--- src/design/pcd_pkg.sv ---
// Shared types and constants for the clamped PID / PWM duty block.
// Holds the sequencer control word, operand select codes and field widths.
// No dependencies.
`timescale 1ns / 1ps

package pcd_pkg;

	// Port and field widths.
	localparam int unsigned SAMPLE_W   = 10;
	localparam int unsigned PCT_W      = 7;
	localparam int unsigned GAIN_W     = 8;
	localparam int unsigned DRIVE_W    = 8;
	localparam int unsigned DUTY_W     = 10;
	localparam int unsigned ADDR_W     = 4;
	localparam int unsigned DATA_W     = 32;

	// Internal datapath widths.
	localparam int unsigned TGT_W      = 9;
	localparam int unsigned ERR_W      = 11;
	localparam int unsigned SUM_W      = 7;
	localparam int unsigned DERIV_W    = 12;
	localparam int unsigned MUL_A_W    = 10;
	localparam int unsigned MUL_B_W    = 12;
	localparam int unsigned PROD_W     = MUL_A_W + MUL_B_W;
	localparam int unsigned PC_W       = 4;

	// Default parameter values.
	localparam int unsigned SAMPLE_BITS_DEF = 10;
	localparam int unsigned PWM_PERIOD_DEF  = 1000;

	// Behavioral constants.
	localparam int SUM_LIMIT    = 50;
	localparam int DRIVE_MAX    = 255;
	localparam int TARGET_SCALE = 255;

	// Target = pct*255/100 is done as a multiply by 255*ceil(2^19/100), then a shift.
	localparam int unsigned TGT_RECIP  = 5243;
	localparam int unsigned TGT_SHIFT  = 19;
	localparam int unsigned TGT_PROD_W = TGT_SHIFT + TGT_W;
	localparam int unsigned TGT_MULT   = TARGET_SCALE * TGT_RECIP;

	// Register indexes of the configuration port.
	localparam logic [1:0] REG_TARGET = 2'd0;
	localparam logic [1:0] REG_GAIN_P = 2'd1;
	localparam logic [1:0] REG_GAIN_I = 2'd2;
	localparam logic [1:0] REG_GAIN_D = 2'd3;

	typedef enum logic [2:0] {
		MA_GP,
		MA_GI,
		MA_GD,
		MA_PA,
		MA_PB
	} mul_a_sel_t;

	typedef enum logic [1:0] {
		MB_ERR,
		MB_SUM,
		MB_DERIV,
		MB_DRIVE
	} mul_b_sel_t;

	typedef enum logic [1:0] {
		ACC_HOLD,
		ACC_LOAD,
		ACC_ADD
	} acc_op_t;

	typedef enum logic {
		JMP_NONE,
		JMP_OUT_BUSY
	} jmp_t;

	typedef struct packed {
		mul_a_sel_t       mul_a;
		mul_b_sel_t       mul_b;
		logic             mul_en;
		acc_op_t          acc_op;
		logic             ld_err;
		logic             ld_state;
		logic             ld_drive;
		logic             ld_out;
		logic             last;
		jmp_t             jmp;
		logic [PC_W-1:0]  jmp_to;
	} ctrl_t;

	localparam ctrl_t CTRL_NOP = '{
		mul_a:    MA_GP,
		mul_b:    MB_ERR,
		mul_en:   1'b0,
		acc_op:   ACC_HOLD,
		ld_err:   1'b0,
		ld_state: 1'b0,
		ld_drive: 1'b0,
		ld_out:   1'b0,
		last:     1'b0,
		jmp:      JMP_NONE,
		jmp_to:   '0
	};

endpackage

--- src/design/pcd_seq.sv ---
// Microcode sequencer: step counter, program table and the wait-for-output jump.
// Emits one control word per cycle to the datapath, a NOP while idle or waiting.
// Depends on pcd_pkg.
`timescale 1ns / 1ps

module pcd_seq
	import pcd_pkg::*;
(
	input  logic  clk,
	input  logic  arst_n,
	input  logic  start,
	input  logic  out_busy,
	output ctrl_t ctrl,
	output logic  busy
);

	localparam logic [PC_W-1:0] STEP_ERR     = 4'd0;
	localparam logic [PC_W-1:0] STEP_STATE   = 4'd1;
	localparam logic [PC_W-1:0] STEP_ACC_I   = 4'd2;
	localparam logic [PC_W-1:0] STEP_ACC_D   = 4'd3;
	localparam logic [PC_W-1:0] STEP_ACC_END = 4'd4;
	localparam logic [PC_W-1:0] STEP_CLAMP   = 4'd5;
	localparam logic [PC_W-1:0] STEP_DUTY_A  = 4'd6;
	localparam logic [PC_W-1:0] STEP_DUTY_B  = 4'd7;
	localparam logic [PC_W-1:0] STEP_OUT     = 4'd8;

	function automatic ctrl_t pcd_rom(input logic [PC_W-1:0] pc);
		ctrl_t w;
		w = CTRL_NOP;
		unique case (pc)
			STEP_ERR: begin
				w.ld_err = 1'b1;
			end
			STEP_STATE: begin
				w.ld_state = 1'b1;
				w.mul_en   = 1'b1;
				w.mul_a    = MA_GP;
				w.mul_b    = MB_ERR;
			end
			STEP_ACC_I: begin
				w.acc_op = ACC_LOAD;
				w.mul_en = 1'b1;
				w.mul_a  = MA_GI;
				w.mul_b  = MB_SUM;
			end
			STEP_ACC_D: begin
				w.acc_op = ACC_ADD;
				w.mul_en = 1'b1;
				w.mul_a  = MA_GD;
				w.mul_b  = MB_DERIV;
			end
			STEP_ACC_END: begin
				w.acc_op = ACC_ADD;
			end
			STEP_CLAMP: begin
				w.ld_drive = 1'b1;
			end
			STEP_DUTY_A: begin
				w.mul_en = 1'b1;
				w.mul_a  = MA_PA;
				w.mul_b  = MB_DRIVE;
			end
			STEP_DUTY_B: begin
				w.acc_op = ACC_LOAD;
				w.mul_en = 1'b1;
				w.mul_a  = MA_PB;
				w.mul_b  = MB_DRIVE;
			end
			STEP_OUT: begin
				w.ld_out = 1'b1;
				w.last   = 1'b1;
				w.jmp    = JMP_OUT_BUSY;
				w.jmp_to = STEP_OUT;
			end
			default: begin
				w = CTRL_NOP;
			end
		endcase
		return w;
	endfunction

	logic [PC_W-1:0] pc_q;
	logic            busy_q;
	ctrl_t           word;
	logic            wait_c;

	always_comb begin
		word   = pcd_rom(pc_q);
		wait_c = busy_q && (word.jmp == JMP_OUT_BUSY) && out_busy;
		// A taken jump suppresses the actions of its step.
		ctrl   = (busy_q && !wait_c) ? word : CTRL_NOP;
	end

	assign busy = busy_q;

	always_ff @(posedge clk or negedge arst_n) begin
		if (!arst_n) begin
			pc_q   <= '0;
			busy_q <= 1'b0;
		end else if (!busy_q) begin
			if (start) begin
				busy_q <= 1'b1;
				pc_q   <= STEP_ERR;
			end
		end else if (wait_c) begin
			pc_q <= word.jmp_to;
		end else if (word.last) begin
			busy_q <= 1'b0;
		end else begin
			pc_q <= pc_q + 1'b1;
		end
	end

endmodule

--- src/design/pcd_dp.sv ---
// Datapath of the PID update: error, clamped integral, derivative, one shared
// multiplier with accumulator, drive clamp and duty scaling. Driven by pcd_seq.
// Depends on pcd_pkg.
`timescale 1ns / 1ps

module pcd_dp
	import pcd_pkg::*;
#(
	parameter int unsigned PWM_PERIOD = PWM_PERIOD_DEF
) (
	input  logic                clk,
	input  logic                arst_n,
	input  ctrl_t               ctrl,
	input  logic [TGT_W-1:0]    target,
	input  logic [SAMPLE_W-1:0] sample,
	input  logic [GAIN_W-1:0]   gain_p,
	input  logic [GAIN_W-1:0]   gain_i,
	input  logic [GAIN_W-1:0]   gain_d,
	output logic [DRIVE_W-1:0]  drive,
	output logic [DUTY_W-1:0]   duty
);

	// drive*PWM_PERIOD/255 = drive*PER_A + drive*PER_B/255, with drive*PER_B < 2^16.
	localparam int unsigned PER_A = PWM_PERIOD / DRIVE_MAX;
	localparam int unsigned PER_B = PWM_PERIOD % DRIVE_MAX;

	// Exact floor(y/255) for any 16-bit y below 65535.
	function automatic logic [8:0] div255(input logic [15:0] y);
		logic [16:0] t;
		t = {1'b0, y} + 17'(y[15:8]) + 17'd1;
		return t[16:8];
	endfunction

	logic signed [ERR_W-1:0]   err_q;
	logic signed [SUM_W-1:0]   error_sum_q;
	logic signed [ERR_W-1:0]   prev_err_q;
	logic signed [DERIV_W-1:0] deriv_q;
	logic signed [PROD_W-1:0]  prod_q;
	logic signed [PROD_W-1:0]  acc_q;
	logic [DRIVE_W-1:0]        drive_q;

	logic signed [ERR_W:0]     err_full;
	logic signed [DERIV_W-1:0] sum_full;
	logic signed [SUM_W-1:0]   sum_clamped;
	logic signed [DERIV_W-1:0] deriv_c;
	logic [MUL_A_W-2:0]        mul_a_u;
	logic signed [MUL_A_W-1:0] mul_a;
	logic signed [MUL_B_W-1:0] mul_b;
	logic [DRIVE_W-1:0]        drive_c;
	logic [8:0]                frac_c;

	always_comb begin
		err_full = $signed({3'b000, target}) - $signed({2'b00, sample});
		sum_full = DERIV_W'(error_sum_q) + DERIV_W'(err_q);
		if (sum_full > DERIV_W'(SUM_LIMIT)) begin
			sum_clamped = SUM_W'(SUM_LIMIT);
		end else if (sum_full < -DERIV_W'(SUM_LIMIT)) begin
			sum_clamped = -SUM_W'(SUM_LIMIT);
		end else begin
			sum_clamped = sum_full[SUM_W-1:0];
		end
		deriv_c = DERIV_W'(err_q) - DERIV_W'(prev_err_q);
	end

	always_comb begin
		unique case (ctrl.mul_a)
			MA_GP:   mul_a_u = (MUL_A_W-1)'(gain_p);
			MA_GI:   mul_a_u = (MUL_A_W-1)'(gain_i);
			MA_GD:   mul_a_u = (MUL_A_W-1)'(gain_d);
			MA_PA:   mul_a_u = (MUL_A_W-1)'(PER_A);
			MA_PB:   mul_a_u = (MUL_A_W-1)'(PER_B);
			default: mul_a_u = '0;
		endcase
		mul_a = $signed({1'b0, mul_a_u});
		unique case (ctrl.mul_b)
			MB_ERR:   mul_b = MUL_B_W'(err_q);
			MB_SUM:   mul_b = MUL_B_W'(error_sum_q);
			MB_DERIV: mul_b = deriv_q;
			MB_DRIVE: mul_b = $signed({4'b0000, drive_q});
			default:  mul_b = '0;
		endcase
	end

	always_comb begin
		if (acc_q < 0) begin
			drive_c = '0;
		end else if (acc_q > PROD_W'(DRIVE_MAX)) begin
			drive_c = DRIVE_W'(DRIVE_MAX);
		end else begin
			drive_c = acc_q[DRIVE_W-1:0];
		end
	end

	// At the output step acc_q holds drive*PER_A and prod_q holds drive*PER_B.
	assign frac_c = div255(prod_q[15:0]);
	assign duty   = acc_q[DUTY_W-1:0] + DUTY_W'(frac_c);
	assign drive  = drive_q;

	always_ff @(posedge clk or negedge arst_n) begin
		if (!arst_n) begin
			error_sum_q <= '0;
			prev_err_q  <= '0;
		end else if (ctrl.ld_state) begin
			error_sum_q <= sum_clamped;
			prev_err_q  <= err_q;
		end
	end

	always_ff @(posedge clk) begin
		if (ctrl.ld_err) begin
			err_q <= err_full[ERR_W-1:0];
		end
		if (ctrl.ld_state) begin
			deriv_q <= deriv_c;
		end
		if (ctrl.mul_en) begin
			prod_q <= mul_a * mul_b;
		end
		unique case (ctrl.acc_op)
			ACC_LOAD: acc_q <= prod_q;
			ACC_ADD:  acc_q <= acc_q + prod_q;
			default:  acc_q <= acc_q;
		endcase
		if (ctrl.ld_drive) begin
			drive_q <= drive_c;
		end
	end

endmodule

--- src/design/pid_clamped_pwm_duty_top.sv ---
// Top level of the clamped PID controller with PWM duty output.
// Holds the configuration registers, input capture and output register.
// Depends on pcd_pkg, pcd_seq and pcd_dp.
`timescale 1ns / 1ps

// Usage:
// Samples enter on the input channel (in_valid/in_ready, field sample). Each
// accepted beat runs one PID update and yields one beat on the output channel
// (out_valid/out_ready, fields drive_level and duty_compare).
// Gains and target percent are written over the APB port at byte addresses
// 0, 4, 8 and 12; write them only while no sample is in flight.
// A microcoded program of nine steps runs on one shared multiplier. in_ready
// returns in the same cycle as the result becomes valid, and the next sample
// is taken only once the program of the last one has ended.
// The output register frees the datapath: the next sample is taken while a
// result still waits. If the receiver stalls, the next update waits at its
// final step until the output register is free, and in_ready stays low.
// Reset clears the config registers, the integral and the previous error.
module pid_clamped_pwm_duty_top
	import pcd_pkg::*;
#(
	parameter int unsigned SAMPLE_BITS = SAMPLE_BITS_DEF,
	parameter int unsigned PWM_PERIOD  = PWM_PERIOD_DEF
) (
	input  logic                clk,
	input  logic                arst_n,
	input  logic                psel,
	input  logic                penable,
	input  logic                pwrite,
	input  logic [ADDR_W-1:0]   paddr,
	input  logic [DATA_W-1:0]   pwdata,
	output logic [DATA_W-1:0]   prdata,
	output logic                pready,
	input  logic                in_valid,
	output logic                in_ready,
	input  logic [SAMPLE_W-1:0] sample,
	output logic                out_valid,
	input  logic                out_ready,
	output logic [DRIVE_W-1:0]  drive_level,
	output logic [DUTY_W-1:0]   duty_compare
);

	localparam int unsigned SAMPLE_USED = (SAMPLE_BITS < SAMPLE_W) ? SAMPLE_BITS : SAMPLE_W;
	localparam logic [SAMPLE_W-1:0] SAMPLE_MASK = SAMPLE_W'((1 << SAMPLE_USED) - 1);

	logic [PCT_W-1:0]      target_pct_q;
	logic [GAIN_W-1:0]     gain_p_q;
	logic [GAIN_W-1:0]     gain_i_q;
	logic [GAIN_W-1:0]     gain_d_q;
	logic [TGT_W-1:0]      target_q;
	logic [TGT_PROD_W-1:0] tgt_prod;
	logic [SAMPLE_W-1:0]   sample_q;
	logic                  out_valid_q;
	logic [DRIVE_W-1:0]    drive_level_q;
	logic [DUTY_W-1:0]     duty_compare_q;

	logic                  cfg_wr;
	logic                  in_beat;
	logic                  out_busy;
	logic                  busy;
	ctrl_t                 ctrl;
	logic [DRIVE_W-1:0]    dp_drive;
	logic [DUTY_W-1:0]     dp_duty;

	assign pready = 1'b1;
	assign cfg_wr = psel && penable && pwrite;

	always_comb begin
		unique case (paddr[3:2])
			REG_TARGET: prdata = DATA_W'(target_pct_q);
			REG_GAIN_P: prdata = DATA_W'(gain_p_q);
			REG_GAIN_I: prdata = DATA_W'(gain_i_q);
			REG_GAIN_D: prdata = DATA_W'(gain_d_q);
			default:    prdata = '0;
		endcase
	end

	always_ff @(posedge clk or negedge arst_n) begin
		if (!arst_n) begin
			target_pct_q <= '0;
			gain_p_q     <= '0;
			gain_i_q     <= '0;
			gain_d_q     <= '0;
		end else if (cfg_wr) begin
			unique case (paddr[3:2])
				REG_TARGET: target_pct_q <= pwdata[PCT_W-1:0];
				REG_GAIN_P: gain_p_q     <= pwdata[GAIN_W-1:0];
				REG_GAIN_I: gain_i_q     <= pwdata[GAIN_W-1:0];
				REG_GAIN_D: gain_d_q     <= pwdata[GAIN_W-1:0];
				default:    target_pct_q <= target_pct_q;
			endcase
		end
	end

	// The scaled target follows the percent register in the cycle after it changes.
	assign tgt_prod = TGT_PROD_W'(target_pct_q) * TGT_PROD_W'(TGT_MULT);

	always_ff @(posedge clk or negedge arst_n) begin
		if (!arst_n) begin
			target_q <= '0;
		end else begin
			target_q <= tgt_prod[TGT_SHIFT +: TGT_W];
		end
	end

	assign in_ready = !busy;
	assign in_beat  = in_valid && in_ready;
	assign out_busy = out_valid_q && !out_ready;

	always_ff @(posedge clk) begin
		if (in_beat) begin
			sample_q <= sample & SAMPLE_MASK;
		end
	end

	pcd_seq u_seq (
		.clk      (clk),
		.arst_n   (arst_n),
		.start    (in_beat),
		.out_busy (out_busy),
		.ctrl     (ctrl),
		.busy     (busy)
	);

	pcd_dp #(
		.PWM_PERIOD (PWM_PERIOD)
	) u_dp (
		.clk    (clk),
		.arst_n (arst_n),
		.ctrl   (ctrl),
		.target (target_q),
		.sample (sample_q),
		.gain_p (gain_p_q),
		.gain_i (gain_i_q),
		.gain_d (gain_d_q),
		.drive  (dp_drive),
		.duty   (dp_duty)
	);

	always_ff @(posedge clk or negedge arst_n) begin
		if (!arst_n) begin
			out_valid_q <= 1'b0;
		end else if (ctrl.ld_out) begin
			out_valid_q <= 1'b1;
		end else if (out_ready) begin
			out_valid_q <= 1'b0;
		end
	end

	always_ff @(posedge clk) begin
		if (ctrl.ld_out) begin
			drive_level_q  <= dp_drive;
			duty_compare_q <= dp_duty;
		end
	end

	assign out_valid    = out_valid_q;
	assign drive_level  = drive_level_q;
	assign duty_compare = duty_compare_q;

endmodule

--- config.mk ---
export PLATFORM = sky130hd
export DESIGN_NAME = pid_clamped_pwm_duty_top
export DESIGN_NICKNAME = d
export VERILOG_FILES = /design/src/design/pcd_pkg.sv /design/src/design/pcd_seq.sv /design/src/design/pcd_dp.sv /design/src/design/pid_clamped_pwm_duty_top.sv
export SDC_FILE = /design/constraint.sdc
export NUM_CORES = 1
export LEC_CHECK = 0
export BUFFER_PORTS_ARGS = -buffer_cell sky130_fd_sc_hd__buf_2
export CORE_MARGIN = 2
export CORE_UTILIZATION = 55
export DETAILED_ROUTE_END_ITERATION = 8
export GPL_TIMING_DRIVEN = 0
export PLACE_DENSITY_LB_ADDON = 0.15
export SLEW_MARGIN = 30
export SYNTH_ARGS = -nofsm -noshare
export SYNTH_HDL_FRONTEND = slang
export SYNTH_SLANG_ARGS = --single-unit
--- constraint.sdc ---
create_clock -name clk -period 7.3 [get_ports clk]
set_clock_uncertainty 0.15 [all_clocks]
set_input_delay 1.095 -clock clk [delete_from_list [all_inputs] [get_ports clk]]
set_output_delay 1.095 -clock clk [all_outputs]
set_load 0.05 [all_outputs]
## Word level (Yosys, flattened, before mapping)

Index checks and enable logic that the tools add are counted.

| operators by class | value |
|---|---|
| $add $sub $neg | 8 |
| $mul | 2 |
| div/mod/pow operators | 0 |
| $lt $le $gt $ge | 4 |
| eq/ne operators | 21 |
| shift-type cells | 0 |
| muxes and demuxes | 24 |
| bitwise gates (word level) | 0 |
| reductions and logical operators | 24 |

Operators with widths:

| kind | count |
|---|---|
| case mux 32 bit (4 select lines) | 1 |
| case mux 12 bit (4 select lines) | 1 |
| case mux 22 bit (2 select lines) | 1 |
| case mux 8 bit (5 select lines) | 1 |
| case mux 6 bit (5 select lines) | 1 |
| multiplier 7 x 21 -> 28 bit, second input constant | 1 |
| adder 22 bit | 1 |
| > comparator 22 x 9 -> 1 bit, second input constant | 1 |
| < comparator 22 x 1 -> 1 bit, second input constant | 1 |
| multiplier 9 x 12 -> 21 bit | 1 |
| 2-to-1 mux 7 bit | 3 |
| 2-to-1 mux 18 bit | 1 |
| adder 16 x 8 -> 17 bit | 1 |
| adder 17 x 1 -> 17 bit, second input constant | 1 |
| equality test 4 x 3 -> 1 bit, second input constant | 4 |
| 2-to-1 mux 4 bit | 4 |
| adder 7 x 11 -> 12 bit | 1 |
| > comparator 12 x 7 -> 1 bit, second input constant | 1 |
| < comparator 12 x 7 -> 1 bit, second input constant | 1 |
| subtractor 11 x 11 -> 12 bit | 1 |
| subtractor 9 x 10 -> 11 bit | 1 |
| adder 10 x 9 -> 10 bit | 1 |
| equality test 2 bit, second input constant | 5 |
| AND reduction 2 bit | 5 |
| 19 further kinds | 43 |

| word-level totals | value |
|---|---|
| bits in registers | 167 |
| bits in latches | 0 |
| memory bits (writable) | 0 |
| ROM bits | 0 |
| bits of input ports | 53 |
| output and inout port bits | 53 |
| logic and storage cells | 101 |
| memories kept | 0 |

## Depth between registers and ports, before layout

Gate-level depths: netlist of the first run.

| logic depth | value |
|---|---|
| depth in word-level cells | 10 |
| gate-level depth with buffers | 27 |
| mapped depth without buffers | 26 |

## By module

Synthesis of the first run repeated with hierarchy kept, for this count alone.

| unflattened totals | value |
|---|---|
| cells, all modules | 1,546 |
| area total of the unflattened synthesis | 15,264.6 um2 |

By module, submodules not included:

| module | times used | cells each | area an instance (um2) | sequential area each (um2) |
|---|---|---|---|---|
| pcd_dp | 1 | 1,162 | 10,596.4 | 2,672.6 |
| pid_clamped_pwm_duty_top | 1 | 321 | 4,187.8 | 1,866.8 |
| pcd_seq | 1 | 63 | 480.5 | 125.1 |

## Worst setup path before layout of the first run

Ideal clock, no wire load.

| path | value |
|---|---|
| path kind | reg2reg |
| from | register u_seq.busy_q (netlist: u_seq.busy) |
| to | register u_dp.prod_q[19], data pin |
| library setup time | 266 ps |
| arrival | 5,959 ps |
| required time | 6,884 ps |
| setup slack | 925 ps |
| stages on the path, launching flop included | 25 |
| buffers on the path | 1 |
| period minus slack after synthesis | 6,375 ps |
| path through | dfrtp_1 inv_1 nor2_1 and2_1 nor3b_2 buf_2 nand2_1 a31oi_1 nand2_1 fa_1 inv_1 fa_1 ha_1 inv_1 fa_1 inv_1 ha_1 a21o_1 a21oi_1 o21ai_0 a2111oi_0 nor2_1 a21o_1 o41ai_1 xnor2_1 |

| on the way | value |
|---|---|
| longest elaborated chain between the ends | 8 |
| elaborated cells on any way between the ends | 17 |
| those cells by class | mul (1); eq/ne (7); mux (3); reduce/logical (6) |

Ends and longest elaborated chain:

| element | RTL line | source |
|---|---|---|
| start, declared | pcd_seq.sv:83 | `logic busy_q;` |
| start signal, assigned | pcd_seq.sv:99 | `busy_q <= 1'b0;` |
| start signal, assigned | pcd_seq.sv:102 | `busy_q <= 1'b1;` |
| start signal, assigned | pcd_seq.sv:108 | `busy_q <= 1'b0;` |
| logical AND 1 bit (2 in series) | pcd_seq.sv:89 | `wait_c = busy_q && (word.jmp == JMP_OUT_BUSY) && out_busy;` |
| logical NOT 1 bit | pcd_seq.sv:91 | `ctrl = (busy_q && !wait_c) ? word : CTRL_NOP;` |
| logical AND 1 bit * | pcd_seq.sv:91 |  |
| 2-to-1 mux 18 bit * | pcd_seq.sv:91 |  |
| equality test 3 bit, or another cell as far along | pcd_dp.sv:66 | `unique case (ctrl.mul_a)` |
| case mux 8 bit (5 select lines) / case mux 12 bit (4 select lines) (equally long branches) | pcd_dp.sv:66, pcd_dp.sv:75 |  |
| multiplier 9 x 12 -> 21 bit * | pcd_dp.sv:117 | `prod_q <= mul_a * mul_b;` |
| end signal, assigned | pcd_dp.sv:117 |  |
| end, declared | pcd_dp.sv:38 | `logic signed [PROD_W-1:0] prod_q;` |

Mark *: on every way between the ends. The rest lies on a longest branch, timed or not.
A chain may end at the register's enable or synchronous reset.

## Final worst setup path of the first run

| path | value |
|---|---|
| from | register u_seq.busy_q (netlist: u_seq.busy) |
| to | register u_dp.prod_q[20], data pin |

Same word-level chain as after synthesis.

==> results of run 1 <==
==> worst paths after layout <==
check	from	end	slack [ns]	cells after the start
max	u_seq.busy	u_dp.prod_q[20]	0.35	23
min	u_dp.drive[1]	drive_level[1]	0.31	0
max reg2reg	u_seq.busy	u_dp.prod_q[20]	0.35	23
min reg2reg	u_dp.drive[1]	drive_level[1]	0.31	0
max in group asynchronous	arst_n	u_seq.busy	6.00	2
min in group asynchronous	arst_n	target_pct_q[5]	0.45	1
==> cells in the mapped netlist (all sizes together) (10+ instances only) <==
cell type / instances / area share
nand2b: 32 / 0.013
o21a: 16 / 0.0080
a211oi: 10 / 0.0053
fa: 96 / 0.13
nand3: 25 / 0.0083
nand4: 10 / 0.0046
dfrtp: 64 / 0.11
xor2: 15 / 0.0087
buf: 30 / 0.014
nand2: 115 / 0.029
nor2: 138 / 0.034
inv: 227 / 0.057
a21oi: 71 / 0.024
and3: 11 / 0.0051
ha: 173 / 0.14
o21ai: 88 / 0.029
mux2: 39 / 0.029
a21boi: 15 / 0.0075
or2: 12 / 0.0050
clkbuf: 24 / 0.0060
edfxtp: 102 / 0.20
a21o: 23 / 0.012
nor3: 20 / 0.0066
xnor2: 45 / 0.026
nor2b: 22 / 0.0091
==> through the flow <==
stage / setup TNS, ns / util / cells / hold slack, ns
after floorplan: 0 / - / 1582 / 0.2767
after global placement: -0.9034 / 0.5884 / 1977 / 0.3002
after detailed placement: -1.427 / 0.5905 / 1980 / 0.2981
after CTS: 0 / 0.6136 / 2013 / 0.3148
after global routing: -0.04725 / 0.6177 / 2017 / 0.3272
final: 0 / 0.6177 / 2017 / 0.3079
==> registers in the layout, summed over array words and instances (netlist names), 7 cells and up <==
| register | count |
|---|---|
| drive_level | 8 |
| duty_compare | 10 |
| gain_d_q | 8 |
| gain_i_q | 8 |
| gain_p_q | 8 |
| sample_q | 10 |
| target_pct_q | 7 |
| target_q | 9 |
| u_dp.acc_q | 22 |
| u_dp.deriv_q | 12 |
| u_dp.drive | 8 |
| u_dp.err_q | 11 |
| u_dp.error_sum_q | 7 |
| u_dp.prev_err_q | 11 |
| u_dp.prod_q | 21 |
==> what timing repair did <==
action	CTS	global route
pin swaps	1	3
setup endpoints to repair	6	6
buffers inserted	1	5
resized for setup	16	31
==> routing by layer <==
metal / vias to the layer above / track usage / part of all wire
met2: 321 / 0.3965 / 0.47
met1: 5530 / 0.3372 / 0.46
met4: 0 / 0.05909 / 0.012
met3: 30 / 0.03731 / 0.059
li1: 5530 / - / -
met5: - / 0 / 0
==> area by class of cell <==
class                      count  area [um2]
buffer                        53       317.8
clock buffer                  21       483.0
clock inverter                11       82.58
fill                        2246       10300
inverter                     228       855.8
multi-input combinational   1134        9462
sequential                   166        4664
tap                          341       426.7
timing repair buffer          63       356.6
==> logic make-up after synthesis <==
logic type	Yosys count	synth area share
adder cells (fa/ha/maj)	269	0.2711
buffers and inverters	282	0.07685
XOR/XNOR	60	0.03486
other	2	0.0004982
multiplexers	53	0.04424
flip-flops	166	0.3094
AO/OA/AOI/OAI	301	0.1276
AND/OR/NAND/NOR	426	0.1354
==> run metrics, run 1 <==
layout cell share with drive strength beyond 1=0.1354; Netlist cell types=73; final worst setup slack=0.3511 ns; max incr delay on CP=0.55 ns; GRT overflow=0; Die Ht=169.6 um; Slew Viols, Final=0; Final Cell Area=roughly 17000 um2; Final ANT Viol Nets=0; Tot GR Track Use=0.2413; Slowest-stage cell, CP=fa_1; syn_area_per_cell=approximately 9.7 um2; endpoint class of the critical path=register; Final Hold Viols=0; CTS H-Tree Depth=4; largest net degree at the start of global routing=34; Die Wd=between 150 and 200 um; initial antenna violation count=0; Worst-Skew Late Latency=0.44 ns; vias in the first global route=11.13k; commonest cells after routing, fill and taps aside=inv_1 (226), ha_1 (172), nor2_1 (136), nand2_1 (113), edfxtp_1 (102); WP data required=roughly 7.4 ns; CTS tree=done; Avg WL per Cell=16.42 um; FF+latch count, synth=166; WP buf/inv=5; Vias=11.41k; Post-synth EDFFs=between 100 and 150; sequential area share after synthesis=0.3094; relative slew slack=0.4101; Period Utilization, post-route=0.9519; Post-synth ARST share=0.3855; first drt pass iteration count=5; Syn Inst Count=roughly 1.6k; Synthesis Warnings=0; Hold Crit Class=register to register; Clock Sinks=between 150 and 200; commonest non-fill, non-tap cell in the layout=inv_1; Syn-to-layout area delta=10.43%; DRT iter0 DRCs=roughly 680; max-cap violations=0; drc violations=0; Crit Path Category=register to register; CTS root buf=clkbuf_16; CP delay by family, top=adder cells; final WL=about 33 mm; outcome=completed; startpoint class of the critical path=register; Net count, final=around 2k; Core Area=between 20000 and 30000 um2; CP cell instances=inv_1 > nor2_1 > and2_1 > nor3b_4 > buf_4 > nand2_1 > a31oi_4 > nand2_1 > fa_1 > inv_1 > fa_1 > inv_1 > fa_1 > fa_1 > inv_1 > ha_1 > o21ai_0 > a21oi_1 > o211ai_1 > a21boi_1 > o41ai_2 > mux2i_1 > a2111oi_4; maximum fanout along the worst path=10; GP Congestion=a little under 0.9; I/O pin count=106; Worst-Margin Slew=approximately 0.88 ns; Post-DP Area=between 15000 and 20000 um2; fin crit period=6.949 ns; Place WS=-0.6395 ns; # setup viols final=0; Cell Area, Synth=~15000 um2; row count=60; Port Buffers=54; Clk pin slew, worst setup/hold paths=about 0.07 ns; clk buf depth=2; CTS Hold Bufs=0; vias per cell=about 5.7; first-pass GRT wire length=roughly 55 mm; Starting Density=0.5594; die area=28750 um2; CP arrival=about 7.0 ns; Max Fclk=approximately 0.14 GHz; post-DP HPWL=26.34 mm; CTS Buf Count=17; Ant. Diodes=0; Synth Flop Type=edfxtp_1
Power of run 1 is not shown: default switching activity piles up to over one toggle a cycle in this logic, so the estimate is an artifact.
==> run 2, diff against run 1 <==
- ABC_AREA: not set -> 1
==> run metrics, run 2 <==
startpoint class of the critical path=input pin (was register); final hold slack=0.3368 ns (was 0.3079 ns); Synth Flop Type=edfxtp_1 (unchanged); syn_area_per_cell=8.199 um2 (was 9.670 um2); max-cap violations=0 (unchanged); CP delay by family, top=adder cells (unchanged); main area contributors after synthesis=edfxtp_1 (20%), ha_1 (14%), fa_1 (12%) (was edfxtp_1 (20%), ha_1 (14%), fa_1 (13%)); CTS root buf=clkbuf_16 (unchanged); CTS Buf Count=17 (unchanged); Period Utilization, post-route=0.9306 (was 0.9519); endpoint class of the critical path=register (unchanged); CTS tree=done (unchanged); Clock Sinks=166 (unchanged); GP Congestion=0.9533 (was 0.8940); Post-synth EDFFs=102 (unchanged); post-DP HPWL=29.05 mm (was 26.34 mm); Most flops, register=u_dp.acc_q (unchanged); Tot GR Track Use=0.2517 (was 0.2413); WP buf/inv=7 (was 5); FF/Latch Area=4664 um2 (unchanged); maximum fanout along the worst path=10 (unchanged); Slew Viols, Final=0 (unchanged); commonest cells in the netlist=nand2_1 (435), inv_1 (326), ha_1 (173), nor2_1 (138), o21ai_0 (123) (was inv_1 (227), ha_1 (173), nor2_1 (138), nand2_1 (115), edfxtp_1 (102)); footprint of the multi-input gates=9464 um2 (was 9462 um2); Die Ht=172.4 um (was 169.6 um); Post-CTS Resized=0 (was 16); first drt pass iteration count=5 (unchanged); Synth area leader=edfxtp_1 (unchanged); Filler Cell Count=2473 (was 2246); Largest register FFs=22 (unchanged); Max Fclk=0.1472 GHz (was 0.1439 GHz); Crit Path Category=input pin to register (was register to register); max incr delay on CP=0.57 ns (was 0.55 ns); Final ANT Viol Nets=0 (unchanged); commonest cells after routing, fill and taps aside=nand2_1 (435), inv_1 (325), ha_1 (173), nor2_1 (135), o21ai_0 (123) (was inv_1 (226), ha_1 (172), nor2_1 (136), nand2_1 (113), edfxtp_1 (102)); vias per cell=5.274 (was 5.657); initial antenna violation count=0 (unchanged); Syn Inst Count=1902 (was 1559); row count=61 (was 60); layout cell share with drive strength beyond 1=0.08350 (was 0.1354); CP cell instances=buf_2 > nor2_1 > inv_1 > o21ai_4 > inv_4 > nand2_1 > nand2_1 > buf_2 > o21ai_1 > nor2_1 > fa_1 > inv_1 > fa_1 > inv_1 > fa_1 > fa_1 > ha_1 > nand2_1 > inv_1 > a21oi_1 > o21ai_0 > a21oi_1 > o21ai_0 > xor2_1 (was inv_1 > nor2_1 > and2_1 > nor3b_4 > buf_4 > nand2_1 > a31oi_4 > nand2_1 > fa_1 > inv_1 > fa_1 > inv_1 > fa_1 > fa_1 > inv_1 > ha_1 > o21ai_0 > a21oi_1 > o211ai_1 > a21boi_1 > o41ai_2 > mux2i_1 > a2111oi_4); Avg WL per Cell=14.84 um (was 16.42 um); fin util=0.6119 (was 0.6177); Slowest-stage cell, CP=o21ai_1 (was fa_1); Post-synth ARST share=0.3855 (unchanged); worst r2r dst=u_dp.prod_q[17] (was u_dp.prod_q[20]); CP arrival=6.82 ns (was 7.02 ns); sequential area share after synthesis=0.2991 (was 0.3094); hold depth=0 (unchanged); die area=29710 um2 (was 28750 um2); fin crit period=6.794 ns (was 6.949 ns); vias in the first global route=12.28k (was 11.13k); post-CTS setup buffer count=0 (was 1); final WL=35.48 mm (was 33.11 mm); CTS Hold Bufs=0 (unchanged); Yosys top cell area share=0.1964 (was 0.2032); clk buf depth=2 (unchanged); Starting Density=0.5598 (was 0.5594); Net count, final=2321 (was 1985); RSZ-0062 raised after global routing=no; Hold Crit Class=register to register (unchanged); drc violations=0 (unchanged); HP Start=u_dp.drive[5] (was u_dp.drive[1]); relative slew slack=0.4082 (was 0.4101); Ant. Diodes=0 (unchanged); most common cell in the synthesized netlist=nand2_1 (was inv_1); WP data required=7.32 ns (was 7.37 ns); Worst Hold End=drive_level[5] (was drive_level[1]); reg2reg setup slack=0.57 ns (was 0.35 ns); Worst-Skew Late Latency=0.44 ns (about the same); biggest regs=u_dp.acc_q x22, u_dp.prod_q x21, u_dp.deriv_q x12 (unchanged); # setup viols final=0 (unchanged); Cell Area, Synth=15590 um2 (was 15080 um2); Final Hold Viols=0 (unchanged); R2R cell count=24 (was 23); first-pass GRT wire length=59.12 mm (was 54.99 mm); I/O pin count=106 (unchanged); DRT iter0 DRCs=807 (was 679); Vias=12.61k (was 11.41k); Clk pin slew, worst setup/hold paths=0.07 ns (about the same); Synthesis Warnings=0 (unchanged); Core Area=27860 um2 (was 26950 um2); Worst-Margin Slew=0.8803 ns (was 0.8828 ns); outcome=completed (unchanged); post-route setup TNS=0 ns (unchanged); GRT overflow=0 (unchanged); commonest non-fill, non-tap cell in the layout=nand2_1 (was inv_1); Reg-to-Reg Start=u_seq.pc_q[0] (was u_seq.busy); Syn-to-layout area delta=9.324% (was 10.43%); Die Wd=172.4 um (was 169.6 um); largest net degree at the start of global routing=51 (was 34); CTS H-Tree Depth=4 (unchanged); Port Buffers=54 (unchanged); FF+latch count, synth=166 (unchanged); Netlist cell types=49 (was 73)
-- run 2: layout make-up --
class,instances,share of cell area
Multi-Input combinational cell,1374,0.5552
Sequential cell,166,0.2736
Inverter,343,0.07589
Tap cell,378,0.02774
Clock buffer,17,0.02495
Timing Repair Buffer,55,0.01761
Buffer,42,0.01600
Clock inverter,15,0.009028
-- run 2: logic make-up (layout without fill, tap and decap cells) --
family / Yosys count / count (layout) / share of synthesized area
other: 2 / 25 / 0.0004816
XOR/XNOR: 67 / 67 / 0.03763
AND/OR/NAND/NOR: 730 / 730 / 0.1948
AO/OA/AOI/OAI: 283 / 283 / 0.1055
adder cells (fa/ha/maj): 269 / 269 / 0.2621
flip-flops: 166 / 166 / 0.2991
buffers and inverters: 385 / 472 / 0.1004
-- run 2: through the flow --
| stage | std cells | cell area [um2] | setup WS (ns) |
|---|---|---|---|
| 4_1_cts | 2390 | 17040 | 0.5269 |
| 5_1_grt | 2390 | 17050 | 0.1006 |
| 3_5_place_dp | 2358 | 16460 | 0.1210 |
| 3_3_place_gp | 2357 | 16420 | 0.2778 |
| 2_1_floorplan | 1925 | 15680 | 1.094 |
| 6_report | 2390 | 17050 | 0.5065 |
-- run 2: metal layers --
metal	wire, um	share of wire	global-route usage	up-vias
li1	-	-	-	6319
met1	16390	0.46	0.3387	5950
met2	16830	0.47	0.4311	290
met3	1643	0.046	0.03113	47
met4	621	0.018	0.06577	0
met5	0	0	0	-
-- run 2: worst max path at each step --
stage / start / endpoint / cells past startpoint
after global placement: out_ready / u_dp.prod_q[17] / 27
final: out_ready / u_dp.prod_q[17] / 24
after CTS: out_ready / u_dp.prod_q[17] / 24
after global routing: u_seq.pc_q[0] / u_dp.prod_q[17] / 28
after floorplan: out_ready / u_dp.prod_q[18] / 29
after detailed placement: out_ready / u_dp.prod_q[17] / 27
Power of run 2 is left out for the same reason.
==> run 3, diff against run 2 <==
- CORE_UTILIZATION: 55 -> 45
- REMOVE_ABC_BUFFERS: not set -> 1
==> run metrics, run 3 (same netlist as run 2, synthesis figures left out) <==
outcome=completed (unchanged); first drt pass iteration count=5 (unchanged); commonest non-fill, non-tap cell in the layout=nand2_1 (unchanged); maximum fanout along the worst path=11 (was 10); relative slew slack=0.3887 (was 0.4082); Avg WL per Cell=14.85 um (was 14.84 um); end of the critical path=u_dp.prod_q[18] (was u_dp.prod_q[17]); # setup viols final=0 (unchanged); drc violations=0 (unchanged); RSZ-0062 raised after global routing=no (unchanged); final hold slack=0.3290 ns (was 0.3368 ns); Period Utilization, post-route=0.9373 (was 0.9306); biggest regs=u_dp.acc_q x22, u_dp.prod_q x21, u_dp.deriv_q x12 (unchanged); Slew Viols, Final=0 (unchanged); fin util=0.4903 (was 0.6119); Final ANT Viol Nets=0 (unchanged); Port Buffers=54 (unchanged); Die Wd=190.2 um (was 172.4 um); Worst Setup SP=out_ready (unchanged); Syn-to-layout area delta=8.080% (was 9.324%); layout cell share with drive strength beyond 1=0.07049 (was 0.08350); met3 usage=0.03652 (was 0.03113); Vias=12.41k (was 12.61k); initial antenna violation count=0 (unchanged); worst r2r dst=u_dp.prod_q[18] (was u_dp.prod_q[17]); Crit Path Category=input pin to register (unchanged); DRT iter0 DRCs=829 (was 807); CTS Hold Bufs=0 (unchanged); Max Fclk=0.1461 GHz (was 0.1472 GHz); Die Ht=190.2 um (was 172.4 um); row count=68 (was 61); Clock Sinks=166 (unchanged); post-DP HPWL=28.88 mm (was 29.05 mm); Place WS=-0.2636 ns (was 0.1210 ns); R2R cell count=27 (was 24); grt peak-use layer=met2 (unchanged); final WL=36.05 mm (was 35.48 mm); Tot GR Track Use=0.2092 (was 0.2517); Net count, final=2281 (was 2321); CTS tree=done (unchanged); Worst-Skew Late Latency=0.45 ns (was 0.44 ns); reg2reg setup slack=0.49 ns (was 0.57 ns); Core Area=34370 um2 (was 27860 um2); M2 GR Usage=0.3509 (was 0.4311); Worst-Margin Slew=0.9159 ns (was 0.8803 ns); CTS root buf=clkbuf_16 (unchanged); WP data required=7.34 ns (was 7.32 ns); final worst setup slack=0.4574 ns (was 0.5065 ns); Hold Crit Class=register to register (unchanged); Post-CTS Resized=0 (unchanged); startpoint class of the critical path=input pin (unchanged); Final Hold Viols=0 (unchanged); met1 Usage GRT=0.2811 (was 0.3387); Starting Density=0.4537 (was 0.5598); Ant. Diodes=0 (unchanged); Clk pin slew, worst setup/hold paths=0.07 ns (about the same); Reg-to-Reg Start=u_seq.pc_q[0] (unchanged); post-CTS setup buffer count=0 (unchanged); Largest register FFs=22 (unchanged); first-pass GRT wire length=60.31 mm (was 59.12 mm); GRT overflow=0 (unchanged); HP Start=u_dp.drive[1] (was u_dp.drive[5]); max-cap violations=0 (unchanged); GP Congestion=0.9326 (was 0.9533); CTS H-Tree Depth=4 (unchanged); fin crit period=6.843 ns (was 6.794 ns); endpoint class of the critical path=register (unchanged); clk buf depth=2 (unchanged); vias per cell=5.112 (was 5.274); post-route setup TNS=0 ns (unchanged); Most flops, register=u_dp.acc_q (unchanged); die area=36160 um2 (was 29710 um2); vias in the first global route=12.24k (was 12.28k); I/O pin count=106 (unchanged); largest net degree at the start of global routing=34 (was 51); commonest cells after routing, fill and taps aside=nand2_1 (434), inv_1 (325), ha_1 (173), nor2_1 (135), o21ai_0 (122) (was nand2_1 (435), inv_1 (325), ha_1 (173), nor2_1 (135), o21ai_0 (123)); CP arrival=6.89 ns (was 6.82 ns); CTS Buf Count=17 (unchanged)
## run 3: changes by cell type in the layout (fill, tap and decap cells not counted), moves of 2 or more
cell	delta
buf_4	-28
clkbuf_1	-10
clkinv_2	+2
inv_8	-6
## run 3: worst min-delay path by stage
stage | cells after the start | slack [ns] | to
2_1_floorplan | 0 | 0.28 | drive_level[0]
3_3_place_gp | 0 | 0.32 | drive_level[0]
3_5_place_dp | 0 | 0.31 | drive_level[1]
4_1_cts | 0 | 0.33 | drive_level[1]
5_1_grt | 0 | 0.36 | drive_level[1]
6_report | 0 | 0.33 | drive_level[1]
## run 3: stage by stage
step	instance area, um2	std cells
6_report	16850	2427
5_1_grt	16850	2427
4_1_cts	16830	2425
3_5_place_dp	16280	2393
3_3_place_gp	16250	2392
2_1_floorplan	15410	1883
## run 3: cell type report
class	count	area, um2
timing repair buffer	56	297.8
fill	3387	17520
inverter	343	1295
tap	455	569.3
clock buffer	18	429.2
sequential	166	4664
clock inverter	14	125.1
multi-input combinational	1375	9473
## run 3: critical path: stages
cell and delay [ns]:
buf_2 0.09, nor2_1 0.16, inv_1 0.11, o21ai_4 0.20
inv_4 0.10, o21ai_4 0.18, nor2_2 0.16, o21ai_0 0.31
nand3_1 0.18, a21oi_2 0.34, nor2_1 0.16, fa_1 0.63
inv_1 0.19, fa_1 0.57, inv_1 0.05, fa_1 0.48
inv_1 0.05, fa_1 0.54, inv_1 0.05, ha_1 0.35
a21oi_1 0.21, o21ai_0 0.13, a21oi_1 0.27, o21ai_0 0.12
nand2_1 0.07, nand2_1 0.07
## run 3: metal layers
metal | vias up | wire length, um
li1 | 6244 | -
met1 | 5873 | 17030
met2 | 258 | 17050
met3 | 31 | 1488
met4 | 0 | 481
met5 | - | 0
Power of run 3 is left out for the same reason.
